==> config.mk <==
export PLATFORM = sky130hd
export DESIGN_NAME = life_automaton_with_fade
export DESIGN_NICKNAME = d
export VERILOG_FILES = /design/src/rtl/lfa_pkg.sv /design/src/rtl/life_automaton_with_fade.sv /design/src/rtl/lfa_cell.sv /design/src/rtl/lfa_grid.sv /design/src/rtl/lfa_fade.sv
export VERILOG_INCLUDE_DIRS = /design/src /design/src/rtl
export SDC_FILE = /design/constraint.sdc
export NUM_CORES = 1
export LEC_CHECK = 0
export ABC_AREA = 1
export BUFFER_PORTS_ARGS = -buffer_cell sky130_fd_sc_hd__buf_2
export CAP_MARGIN = 20
export CORE_UTILIZATION = 35
export CTS_CLUSTER_DIAMETER = 200
export DETAILED_ROUTE_END_ITERATION = 10
export PLACE_DENSITY_LB_ADDON = 0.1
export REMOVE_ABC_BUFFERS = 1
export SETUP_SLACK_MARGIN = 0.3
export SLEW_MARGIN = 20
export SYNTH_ARGS = -nofsm -noshare
export SYNTH_HDL_FRONTEND = slang
export SYNTH_SLANG_ARGS = --single-unit
==> constraint.sdc <==
create_clock -name clk -period 4.3 [get_ports clk]
set_clock_uncertainty 0.2 [all_clocks]
set_input_delay 0.215 -clock clk [delete_from_list [all_inputs] [get_ports clk]]
set_output_delay 0.215 -clock clk [all_outputs]
set_load 0.01 [all_outputs]
==> src/rtl/life_automaton_with_fade_defines.svh <==
// Assertion helpers used by the top-level RTL module.
`ifndef LIFE_AUTOMATON_WITH_FADE_DEFINES_SVH
`define LIFE_AUTOMATON_WITH_FADE_DEFINES_SVH

// Same-cycle implication, disabled while reset is high.
`define LFA_ASSERT_NOW(label, clk, rst, ante, cons) \
  label: assert property (@(posedge clk) disable iff (rst) (ante) |-> (cons)) \
    else $error("lfa check failed");

// Next-cycle implication, disabled while reset is high.
`define LFA_ASSERT_NEXT(label, clk, rst, ante, cons) \
  label: assert property (@(posedge clk) disable iff (rst) (ante) |=> (cons)) \
    else $error("lfa check failed");

`endif

==> src/rtl/lfa_pkg.sv <==
package lfa_pkg;

  localparam int GRID_WIDTH  = 8;
  localparam int GRID_HEIGHT = 8;
  localparam int CELL_COUNT  = GRID_WIDTH * GRID_HEIGHT;
  localparam int IDX_W       = $clog2(CELL_COUNT);

  localparam int COL_W   = 3;
  localparam int ROW_W   = 3;
  localparam int CMD_W   = 2;
  localparam int OPA_W   = 8;
  localparam int DIV_W   = 6;
  localparam int CFG_W   = 8;
  localparam int CFG_IDX_W = 1;

  localparam logic [CMD_W-1:0] CMD_LOAD   = 2'd0;
  localparam logic [CMD_W-1:0] CMD_TICK   = 2'd1;
  localparam logic [CMD_W-1:0] CMD_FADE   = 2'd2;
  localparam logic [CMD_W-1:0] CMD_UNUSED = 2'd3;

  localparam logic [CFG_IDX_W-1:0] REG_FADE_STEP    = 1'd0;
  localparam logic [CFG_IDX_W-1:0] REG_TICK_DIVISOR = 1'd1;

  localparam logic [OPA_W-1:0] FADE_STEP_RESET    = 8'd51;
  localparam logic [DIV_W-1:0] TICK_DIVISOR_RESET = 6'd6;
  localparam logic [OPA_W-1:0] OPA_MAX            = 8'd255;

  typedef struct packed {
    logic [CMD_W-1:0] cmd;
    logic [COL_W-1:0] col;
    logic [ROW_W-1:0] row;
    logic             live_in;
  } in_item_t;

  typedef struct packed {
    logic [OPA_W-1:0] opacity;
    logic             live_out;
    logic             stepped;
  } out_item_t;

  // grid update controls
  typedef struct packed {
    logic             load_en;
    logic [IDX_W-1:0] load_idx;
    logic             load_val;
    logic             step;
  } grid_ctrl_t;

  typedef struct packed {
    logic             en;
    logic [IDX_W-1:0] idx;
    logic             live;
  } fade_req_t;

  typedef struct packed {
    logic             valid;
    logic [OPA_W-1:0] opacity;
    logic             live;
  } fade_rsp_t;

endpackage

==> src/rtl/life_automaton_with_fade.sv <==
// Toroidal 8x8 life automaton with a fading opacity byte per cell. A command
// transfer happens on a rising edge with start high and busy low; its single
// result is presented on result for exactly one cycle with done high, the
// cycle after the command completes, and the receiver cannot stall it, so it
// must take every result as it appears. Load, tick and unused commands finish
// on their transfer edge, and a new command can follow in the very next cycle
// (busy stays low). A fade command reads the opacity memory into a register on
// the transfer edge and writes the saturated value back on the next edge,
// during which busy is high. A generation step is done by the whole cell array
// at once. The opacity store uses per-entry valid bits that reset clears at
// once, so no clearing pass follows reset. Configuration writes are applied on
// the edge where cfg_we is high; write them only when idle.
module life_automaton_with_fade import lfa_pkg::*; (
  input  logic                 clk,
  input  logic                 rst,
  input  logic                 start,
  output logic                 busy,
  input  in_item_t             item,
  output logic                 done,
  output out_item_t            result,
  input  logic                 cfg_we,
  input  logic [CFG_IDX_W-1:0] cfg_index,
  input  logic [CFG_W-1:0]     cfg_data
);

`include "life_automaton_with_fade_defines.svh"

  typedef enum logic [1:0] {
    ST_IDLE = 2'b01,
    ST_FADE = 2'b10
  } state_t;

  state_t state;

  logic [OPA_W-1:0] fade_step;
  logic [DIV_W-1:0] tick_divisor;
  logic [DIV_W-1:0] tick_count;
  logic [DIV_W-1:0] tick_count_next;

  logic             accept;
  logic             addr_ok;
  logic [IDX_W-1:0] idx;
  logic             step_now;
  logic             rd_live;
  logic             rd_next;

  grid_ctrl_t grid_ctrl;
  fade_req_t  fade_req;
  fade_rsp_t  fade_rsp;

  assign busy   = (state == ST_FADE);
  assign accept = start && !busy;

  // Address check stays general; with an 8x8 grid it always passes.
  assign addr_ok = (int'(item.col) < GRID_WIDTH) && (int'(item.row) < GRID_HEIGHT);
  assign idx     = addr_ok ? IDX_W'(int'(item.row) * GRID_WIDTH + int'(item.col)) : '0;

  // Tick counter wraps to zero once it reaches the divisor; a divisor of
  // zero therefore steps on every tick.
  always_comb begin
    tick_count_next = tick_count + DIV_W'(1);
    step_now        = (tick_count_next >= tick_divisor);
  end

  always_comb begin
    grid_ctrl.load_en  = accept && (item.cmd == CMD_LOAD) && addr_ok;
    grid_ctrl.load_idx = idx;
    grid_ctrl.load_val = item.live_in;
    grid_ctrl.step     = accept && (item.cmd == CMD_TICK) && step_now;

    fade_req.en   = accept && (item.cmd == CMD_FADE) && addr_ok;
    fade_req.idx  = idx;
    fade_req.live = rd_live;
  end

  lfa_grid u_grid (
    .clk     (clk),
    .rst     (rst),
    .ctrl    (grid_ctrl),
    .rd_idx  (idx),
    .rd_live (rd_live),
    .rd_next (rd_next)
  );

  lfa_fade u_fade (
    .clk       (clk),
    .rst       (rst),
    .req       (fade_req),
    .fade_step (fade_step),
    .rsp       (fade_rsp)
  );

  // Config registers.
  always_ff @(posedge clk) begin
    if (rst) begin
      fade_step    <= FADE_STEP_RESET;
      tick_divisor <= TICK_DIVISOR_RESET;
    end else if (cfg_we) begin
      unique case (cfg_index)
        REG_FADE_STEP:    fade_step    <= cfg_data;
        REG_TICK_DIVISOR: tick_divisor <= cfg_data[DIV_W-1:0];
        default: ;
      endcase
    end
  end

  // Control: state, tick counter, result strobe.
  always_ff @(posedge clk) begin
    if (rst) begin
      state      <= ST_IDLE;
      tick_count <= '0;
      done       <= 1'b0;
    end else begin
      done <= 1'b0;
      unique case (state)
        ST_IDLE: begin
          if (accept) begin
            if (fade_req.en) begin
              state <= ST_FADE;
            end else begin
              done <= 1'b1;
            end
            if (item.cmd == CMD_TICK) begin
              tick_count <= step_now ? '0 : tick_count_next;
            end
          end
        end
        ST_FADE: begin
          state <= ST_IDLE;
          done  <= 1'b1;
        end
        default: state <= ST_IDLE;
      endcase
    end
  end

  // Result payload; live_out after a step comes from the cell's next value.
  // The fade unit's valid flag is high exactly in the fade write-back cycle.
  always_ff @(posedge clk) begin
    if (fade_rsp.valid) begin
      result.opacity  <= fade_rsp.opacity;
      result.live_out <= fade_rsp.live;
      result.stepped  <= 1'b0;
    end else if (accept) begin
      result.opacity <= '0;
      result.stepped <= 1'b0;
      unique case (item.cmd)
        CMD_LOAD:   result.live_out <= addr_ok && item.live_in;
        CMD_TICK: begin
          result.live_out <= addr_ok && (step_now ? rd_next : rd_live);
          result.stepped  <= step_now;
        end
        CMD_FADE:   result.live_out <= 1'b0;
        CMD_UNUSED: result.live_out <= addr_ok && rd_live;
        default:    result.live_out <= 1'b0;
      endcase
    end
  end

  // A fade transfer holds the port busy for its write-back state only.
  `LFA_ASSERT_NEXT(a_fade_busy, clk, rst, fade_req.en, busy && !done)
  `LFA_ASSERT_NEXT(a_busy_one_cycle, clk, rst, busy, !busy && done)
  // Every other transfer gives its result on the next cycle.
  `LFA_ASSERT_NEXT(a_quick_result, clk, rst, accept && !fade_req.en, done)
  // A stepped tick never carries an opacity.
  `LFA_ASSERT_NOW(a_step_no_opacity, clk, rst, done && result.stepped, result.opacity == '0)

endmodule

==> src/rtl/lfa_cell.sv <==
module lfa_cell import lfa_pkg::*; (
  input  logic       clk,
  input  logic       rst,
  input  logic [7:0] nbr,
  input  logic       load,
  input  logic       load_val,
  input  logic       step,
  output logic       live,
  output logic       live_next
);

  logic [3:0] count;

  always_comb begin
    count = 4'd0;
    for (int i = 0; i < 8; i++) begin
      count = count + 4'(nbr[i]);
    end
    live_next = (count == 4'd3) || (live && count == 4'd2);
  end

  always_ff @(posedge clk) begin
    if (rst) begin
      live <= 1'b0;
    end else if (step) begin
      live <= live_next;
    end else if (load) begin
      live <= load_val;
    end
  end

endmodule

==> src/rtl/lfa_grid.sv <==
module lfa_grid import lfa_pkg::*; (
  input  logic             clk,
  input  logic             rst,
  input  grid_ctrl_t       ctrl,
  input  logic [IDX_W-1:0] rd_idx,
  output logic             rd_live,
  output logic             rd_next
);

  logic [CELL_COUNT-1:0] live;
  logic [CELL_COUNT-1:0] nxt;

  // torus: each cell sees its eight wrapped neighbors every cycle
  for (genvar y = 0; y < GRID_HEIGHT; y++) begin : g_row
    for (genvar x = 0; x < GRID_WIDTH; x++) begin : g_col
      localparam int YU = (y + GRID_HEIGHT - 1) % GRID_HEIGHT;
      localparam int YD = (y + 1) % GRID_HEIGHT;
      localparam int XL = (x + GRID_WIDTH - 1) % GRID_WIDTH;
      localparam int XR = (x + 1) % GRID_WIDTH;
      localparam int ME = y * GRID_WIDTH + x;

      logic [7:0] nbr;
      assign nbr = {live[YU*GRID_WIDTH+XL], live[YU*GRID_WIDTH+x], live[YU*GRID_WIDTH+XR],
                    live[y*GRID_WIDTH+XL],  live[y*GRID_WIDTH+XR],
                    live[YD*GRID_WIDTH+XL], live[YD*GRID_WIDTH+x], live[YD*GRID_WIDTH+XR]};

      lfa_cell u_cell (
        .clk       (clk),
        .rst       (rst),
        .nbr       (nbr),
        .load      (ctrl.load_en && (ctrl.load_idx == IDX_W'(ME))),
        .load_val  (ctrl.load_val),
        .step      (ctrl.step),
        .live      (live[ME]),
        .live_next (nxt[ME])
      );
    end
  end

  assign rd_live = live[rd_idx];
  assign rd_next = nxt[rd_idx];

endmodule

==> src/rtl/lfa_fade.sv <==
module lfa_fade import lfa_pkg::*; (
  input  logic             clk,
  input  logic             rst,
  input  fade_req_t        req,
  input  logic [OPA_W-1:0] fade_step,
  output fade_rsp_t        rsp
);

  logic [OPA_W-1:0]      mem [CELL_COUNT];
  logic [CELL_COUNT-1:0] vld;

  logic [OPA_W-1:0] rd_data;
  logic             rd_vld;
  logic [IDX_W-1:0] idx_q;
  logic             live_q;
  logic             pend;

  logic [OPA_W-1:0] cur;
  logic [OPA_W:0]   sum;
  logic [OPA_W-1:0] faded;

  // never-written entries read as zero
  always_comb begin
    cur   = rd_vld ? rd_data : '0;
    sum   = {1'b0, cur} + {1'b0, fade_step};
    if (live_q) begin
      faded = sum[OPA_W] ? OPA_MAX : sum[OPA_W-1:0];
    end else begin
      faded = (cur < fade_step) ? '0 : cur - fade_step;
    end
  end

  always_ff @(posedge clk) begin
    if (req.en) begin
      rd_data <= mem[req.idx];
      idx_q   <= req.idx;
      live_q  <= req.live;
    end
    if (pend) begin
      mem[idx_q] <= faded;
    end
  end

  always_ff @(posedge clk) begin
    if (rst) begin
      vld    <= '0;
      pend   <= 1'b0;
      rd_vld <= 1'b0;
    end else begin
      pend <= req.en;
      if (req.en) begin
        rd_vld <= vld[req.idx];
      end
      if (pend) begin
        vld[idx_q] <= 1'b1;
      end
    end
  end

  assign rsp = '{valid: pend, opacity: faded, live: live_q};

endmodule

# Yosys cells after proc, flatten, opt, wreduce, memory -nomap -nowiden
# Memory sizes are Yosys's and may differ from the RTL's. A register that Yosys moved wholly into a read port is not among the register bits.
# Index checks and enable logic that the tools add are counted.
# op_classes
addsub	452
order_cmp	5
n_eq_ne	196
muxes	151
n_bitwise	3
reduce_logical	271
# op_table
cell	n
4-bit by 1-bit adder with 4-bit output	256
4-bit by 2-bit == test with 1-bit output (second input constant)	128
3-bit by 1-bit adder with 4-bit output	64
2-bit by 1-bit adder with 3-bit output	64
6-bit == test (second input constant)	32
1-bit 2-to-1 mux	138
1-bit logical AND	134
2-bit nonzero test	65
1-bit by 1-bit adder with 2-bit output	64
6-bit by 5-bit == test with 1-bit output (second input constant)	16
1-bit logical OR	64
64-bit OR	1
6-bit by 4-bit == test with 1-bit output (second input constant)	8
8-bit 2-to-1 mux	4
6-bit by 3-bit == test with 1-bit output (second input constant)	4
10-bit 2-to-1 mux	2
1-bit binary-select mux with 6-bit select	3
6-bit by 7-bit < comparator with 1-bit output (second input constant)	2
6-bit by 2-bit == test with 1-bit output (second input constant)	2
8-bit by 8-bit adder with 9-bit output	1
8-bit < comparator	1
8-bit subtractor	1
6-bit by 1-bit adder with 6-bit output (second input constant)	1
6-bit by 3-bit adder with 6-bit output	1
other kinds (16)	22
# totals
reg_bits	170
mem_bits_rw	512
wordCells	1156
memories	1
# mem_list
memory	words	width	read_ports	rd_ports_with_merged_regs	wr	line	text
u_fade.mem	64	8	1	1	1	lfa_fade.sv:9	logic [OPA_W-1:0] mem [CELL_COUNT];

# Depth between registers and ports, before layout
# logic_depth
depth_word	16
ltp_mapped	25
depth_no_buf	25

# Hierarchy
# A second synthesis with hierarchy kept.
# hier_totals
hier_cells	5074
area_unflattened_um2	43852.1
# by_module_without_submodules
mod	n_inst	cells_each	area_each_um2	seq_area_each_um2
lfa_fade	1	2240	24612.4	17146.4
lfa_cell	64	35	249.0	20.0
lfa_grid	1	404	1740.4	0.0
life_automaton_with_fade	1	190	1564.0	750.7

# Worst setup path before layout
# No wires, ideal clock.
# synth_path
path_kind	reg2reg
startpoint	register u_grid.g_row[1].g_col[2].u_cell.live
endpoint	register result[1] (netlist bit), data pin
t_arrival_ps	3749
required_time_ps	3970
slack_ps	221
path_stages_with_launch	24
path_buffers	0
synth_period_minus_slack_ps	4079
path_cell_list	dfxtp_1 > inv_1 > fa_1 > fa_1 > fa_1 > inv_1 > ha_1 > fa_1 > o21ai_0 > nor2_1 > nand2_1 > nand2_1 > nand2_1 > o21ai_0 > nand2_1 > nor2_1 > nor2_1 > nor2_1 > nand2_1 > nand2_1 > nand2_1 > nand2_1 > nand2_1 > nand2_1
# synth_between
elab_chain_cells	16
# synth_rtl
item	line	text
start, declared	lfa_cell.sv:8	output logic live,
start signal, assigned	lfa_cell.sv:26	live <= live_next;
start signal, assigned	lfa_cell.sv:28	live <= load_val;
1-bit by 1-bit adder with 2-bit output	lfa_cell.sv:17	count = count + 4'(nbr[i]);
2-bit by 1-bit adder with 3-bit output	lfa_cell.sv:17	
3-bit by 1-bit adder with 4-bit output	lfa_cell.sv:17	
4-bit by 1-bit adder with 4-bit output (4 in a row)	lfa_cell.sv:17	
4-bit by 2-bit == test with 1-bit output	lfa_cell.sv:19	live_next = (count == 4'd3) || (live && count == 4'd2);
1-bit logical AND	lfa_cell.sv:19	
1-bit logical OR	lfa_cell.sv:19	
1-bit binary-select mux with 6-bit select	lfa_grid.sv:41	assign rd_next = nxt[rd_idx];
1-bit 2-to-1 mux (not written as such)	lfa_grid.sv:41	
1-bit 2-to-1 mux	life_automaton_with_fade.sv:150	result.live_out <= addr_ok && (step_now ? rd_next : rd_live);
1-bit case mux with 4 select lines (*)	life_automaton_with_fade.sv:147	unique case (item.cmd)
10-bit 2-to-1 mux (*)	life_automaton_with_fade.sv:144	end else if (accept) begin
10-bit 2-to-1 mux (*)	life_automaton_with_fade.sv:140	if (fade_rsp.valid) begin
end, declared	life_automaton_with_fade.sv:20	output out_item_t result,
# Every way passes the cells marked *; elsewhere a longest branch is shown, timed or not. The select of a mux whose other input is x is not followed.
# A chain may end at the register's enable or synchronous reset.

# Worst setup path in the final report
# layout_path
startpoint	register u_grid.g_row[5].g_col[3].u_cell.live
endpoint	register result[1] (netlist bit), data pin
# layout_between
elab_chain_cells	16
# layout_rtl
item	line
start, declared	lfa_cell.sv:8
start signal, assigned	lfa_cell.sv:26
start signal, assigned	lfa_cell.sv:28
1-bit by 1-bit adder with 2-bit output	lfa_cell.sv:17
2-bit by 1-bit adder with 3-bit output	lfa_cell.sv:17
3-bit by 1-bit adder with 4-bit output	lfa_cell.sv:17
4-bit by 1-bit adder with 4-bit output (4 in a row)	lfa_cell.sv:17
4-bit by 2-bit == test with 1-bit output	lfa_cell.sv:19
1-bit logical AND	lfa_cell.sv:19
1-bit logical OR	lfa_cell.sv:19
1-bit binary-select mux with 6-bit select	lfa_grid.sv:41
1-bit 2-to-1 mux (not written as such)	lfa_grid.sv:41
1-bit 2-to-1 mux	life_automaton_with_fade.sv:150
1-bit case mux with 4 select lines (*)	life_automaton_with_fade.sv:147
10-bit 2-to-1 mux (*)	life_automaton_with_fade.sv:144
10-bit 2-to-1 mux (*)	life_automaton_with_fade.sv:140
# Marked as above.

==> out/metrics.csv <==
stage;metric;value;unit
outcome;status;finished, violations left;
outcome;failing checks;setup timing;
routing;DR top layer;met4;
sta;RSZ-0062 raised after global routing;yes;
synth;Area contributors post-synth;edfxtp_1 (41%), fa_1 (13%), dfxtp_1 (7.8%), ha_1 (7.0%), a22oi_1 (5.7%);
floorplanning;die area;114000;um^2
floorplanning;core area;111000;um^2
sta;Final WS setup;-0.258;ns
setup_path;Startpoint Class;flop;
clock_network;clk root buf;clkbuf_16;
synth;Distinct cells, synth;39;
sta;Fin Hold WS;0.199;ns
floorplanning;Rows;122;
sta;Least-Margin Pin Slew;1.11;ns
placement;Placed Instances;5437;
synth;Adder-Cell Fraction of Synth Area;20.1;%
placement;Final GP Congestion;0.872;
floorplanning;Starting Density;35.4;%
synth;XOR/XNOR share of the synthesized area;0.312;%
power;Power Internal;11.6;mW
global_routing;initial antenna violation count;1;
floorplanning;die width;337;um
global_routing;largest net degree at the start of global routing;109;
synth;post-synth top area share;40.9;%
setup_path;crit end category;flop;
synth;sequential fraction of the synthesis area;48.8;%
sta;final worst path period share;106;%
synth;EDFF count, synth;536;
routing;DR vias/cell;5.06;
sta;Final Max Tran Viols;0;
floorplanning;IO Count;34;
final_layout;fraction of layout cells with a size suffix above 1;13.8;%
routing;DR WL met3;5.21;mm
final_layout;diode count;0;
routing;Routed Antenna Nets;0;
routing;met1 WL;55.0;mm
clock_network;cts bufs inserted;78;
clock_network;CTS max path bufs;3;
power;Comb pwr share;7.2;%
clock_network;clock-pin slew on the worst setup and hold paths;0.06;ns
global_routing;vias in the first global route;28300;
final_layout;Layout area overhead;19.1;%
clock_network;worst skew pair latency;0.65;ns
power;Net Sw Power;3.71;mW
placement;PortBufs;33;
placement;DP HPWL;85.1;mm
synth;Synth Area in Compound Gates;12.3;%
setup_path;maximum fanout along the worst path;2;
clock_network;H-Tree Depth;3;
final_layout;commonest non-fill, non-tap cell in the layout;nand2_1;
synth;Mapped Cells;3751;
routing;met2 WL;60.9;mm
synth;number of synthesized register bits;690;
global_routing;total global routing overflow;0;
sta;Final Setup Violations;1;
synth;area share of and/or/nand/nor cells after synthesis;11.9;%
synth;post-synthesis cell area;39300;um^2
synth;YS warnings;0;
synth;post-synthesis area per instance;10.5;um^2
final_layout;fill count;10800;
run;Max Cap Viol;0;
setup_path;worst setup path class;reg2reg;
power;switching share of total power;24.2;%
sta;fmax;219;MHz
power;static leakage;18.9;nW
final_layout;most frequent cells in the layout;nand2_1 (550), edfxtp_1 (536), inv_1 (493);
routing;WL per Instance;22.3;um
final_layout;nets;4581;
routing;DR iter-0 viols;1798;
final_layout;non-filler instance count after layout;5630;
sta;min cycle time layout;4.56;ns
power;Clk pwr share;45.4;%
routing;drt first pass iters;5;
global_routing;first-pass GRT wire length;186;mm
global_routing;Total Routing Usage GR;22.2;%
routing;Total Wirelength;125;mm
setup_path;WP data arrival;4.87;ns
sta;Max transition margin;25.9;%
power;Power Density;328;nW/um^2
synth;asr flop ratio synth;0;%
worst_hold_path;Hold WC Path Type;in2reg;
power;Worst VDD drop;291;uV
floorplanning;Die Y;337;um
setup_path;Worst Path Required;4.61;ns
synth;mux share of post-synthesis cell area;0;%
sta;Final TNS setup;-0.258;ns
routing;DR vias;28500;
clock_network;CTS tree;yes;
final_layout;final core utilization;42.2;%
sta;final hold violation count;0;
synth;Main synth FF type;edfxtp_1;
power;sequential share of power;47.4;%
synth;post-synth top area cell;edfxtp_1;
clock_network;clk sinks;690;
routing;drc violations;0;
synth;main combinational cell family by area after synthesis;adder cells;
[path summary, 6_finish.rpt]
check | startpoint | cells after the start | end | slack, ns
min reg2reg | result[0] | 2 | result[0] | 0.26
min | cfg_data[1] | 4 | fade_step[1] | 0.20
max | u_grid.g_row[5].g_col[3].u_cell.live | 24 | result[1] | -0.26
max reg2reg | u_grid.g_row[5].g_col[3].u_cell.live | 24 | result[1] | -0.26
[final cells by class]
cell class	instances	area, um^2	area share, %
Clock inverter	36	484	1.03
Inverter	531	2030	4.33
Timing Repair Buffer	384	3380	7.22
Tap cell	1488	1860	3.98
Multi-Input combinational cell	2396	17700	37.8
Clock buffer	105	2170	4.64
Sequential cell	690	19200	41.0
[through the flow]
stage          setup slack (ns)  instance area [um^2]  power, mW
2_1_floorplan             -4.55                 38700       7.96
3_3_place_gp             -0.560                 43500       8.51
3_5_place_dp             -0.565                 43500       8.50
4_1_cts                  -0.285                 46700       15.5
5_1_grt                  -0.510                 46800       15.8
6_report                 -0.258                 46800       15.4
[timing repair]
action	CTS	global route
pin swaps	32	12
hold buffers	34	0
setup buffers	14	3
gates resized for setup	49	25
hold endpoints to repair	68	0
setup endpoints to repair	2	147
[logic make-up (layout without fill, tap and decap cells)]
family,after synthesis,count (layout)
AOI/OAI and AO/OA,752,752
adders and majority gates,478,478
xor gates and xnor gates,14,14
buffers and inverters,665,1056
and+or+nand+nor,1152,1152
DFF,690,690
[critical path, cell delays in order, from the launching register on]
cell	delay, ns
dfxtp_2	0.35
clkinvlp_4	0.10
buf_4	0.16
fa_1	0.59
fa_1	0.46
fa_1	0.50
inv_1	0.04
ha_2	0.17
fa_1	0.47
o21a_1	0.12
nand3_1	0.08
nand2_1	0.08
nand2_2	0.07
o21ai_1	0.11
nand2_1	0.07
nor2_2	0.15
buf_4	0.13
nor2_1	0.05
nor2_2	0.17
nand2_2	0.09
nand2_1	0.07
nand2_1	0.04
nand2_1	0.05
nand2_1	0.04
nand2_1	0.05
[power by group through the flow]
| stage | clock network (mW) | logic, mW | registers, mW |
|---|---|---|---|
| after global routing | 7.33 | 1.20 | 7.28 |
| after global placement | 0 | 1.08 | 7.43 |
| final | 6.97 | 1.11 | 7.29 |
| after CTS | 7.10 | 1.11 | 7.29 |
| after detailed placement | 0 | 1.08 | 7.43 |
| after floorplan | 0 | 0.527 | 7.43 |
[cell usage after synthesis, drive strengths merged (3+ instances only)]
cell      n
nand2   554
edfxtp  536
inv     529
nor2    410
a22oi   300
fa      257
ha      221
a21oi   192
dfxtp   154
o21ai   114
nand3    93
buf      84
clkbuf   50
o21a     39
a31oi    36
nor3     25
o22ai    25
nor4     23
or2      23
o22a     20
nand3b   18
xor2     10
nand4     6
o211ai    6
o221ai    6
a21o      4
xnor2     4
o31a      3
o31ai     3
[state kept, by name, indices dropped and copies added, names as in the netlist, 2 cells and up]
name                            count
u_fade.idx_q                        6
u_fade.vld                         64
tick_count                          6
u_fade.rd_data                      8
fade_step                           8
state                               2
u_fade.mem                        512
tick_divisor                        6
result                             10
u_grid.g_row.g_col.u_cell.live     64
[per-layer routing]
| metal | global-route usage, % | up-vias |
|---|---|---|
| met3 | 2.57 | 177 |
| met2 | 37.5 | 664 |
| met5 | 0 | - |
| li1 | - | 13500 |
| met1 | 29.5 | 14200 |
| met4 | 7.44 | 0 |
Power figures use the tool's default switching activity.
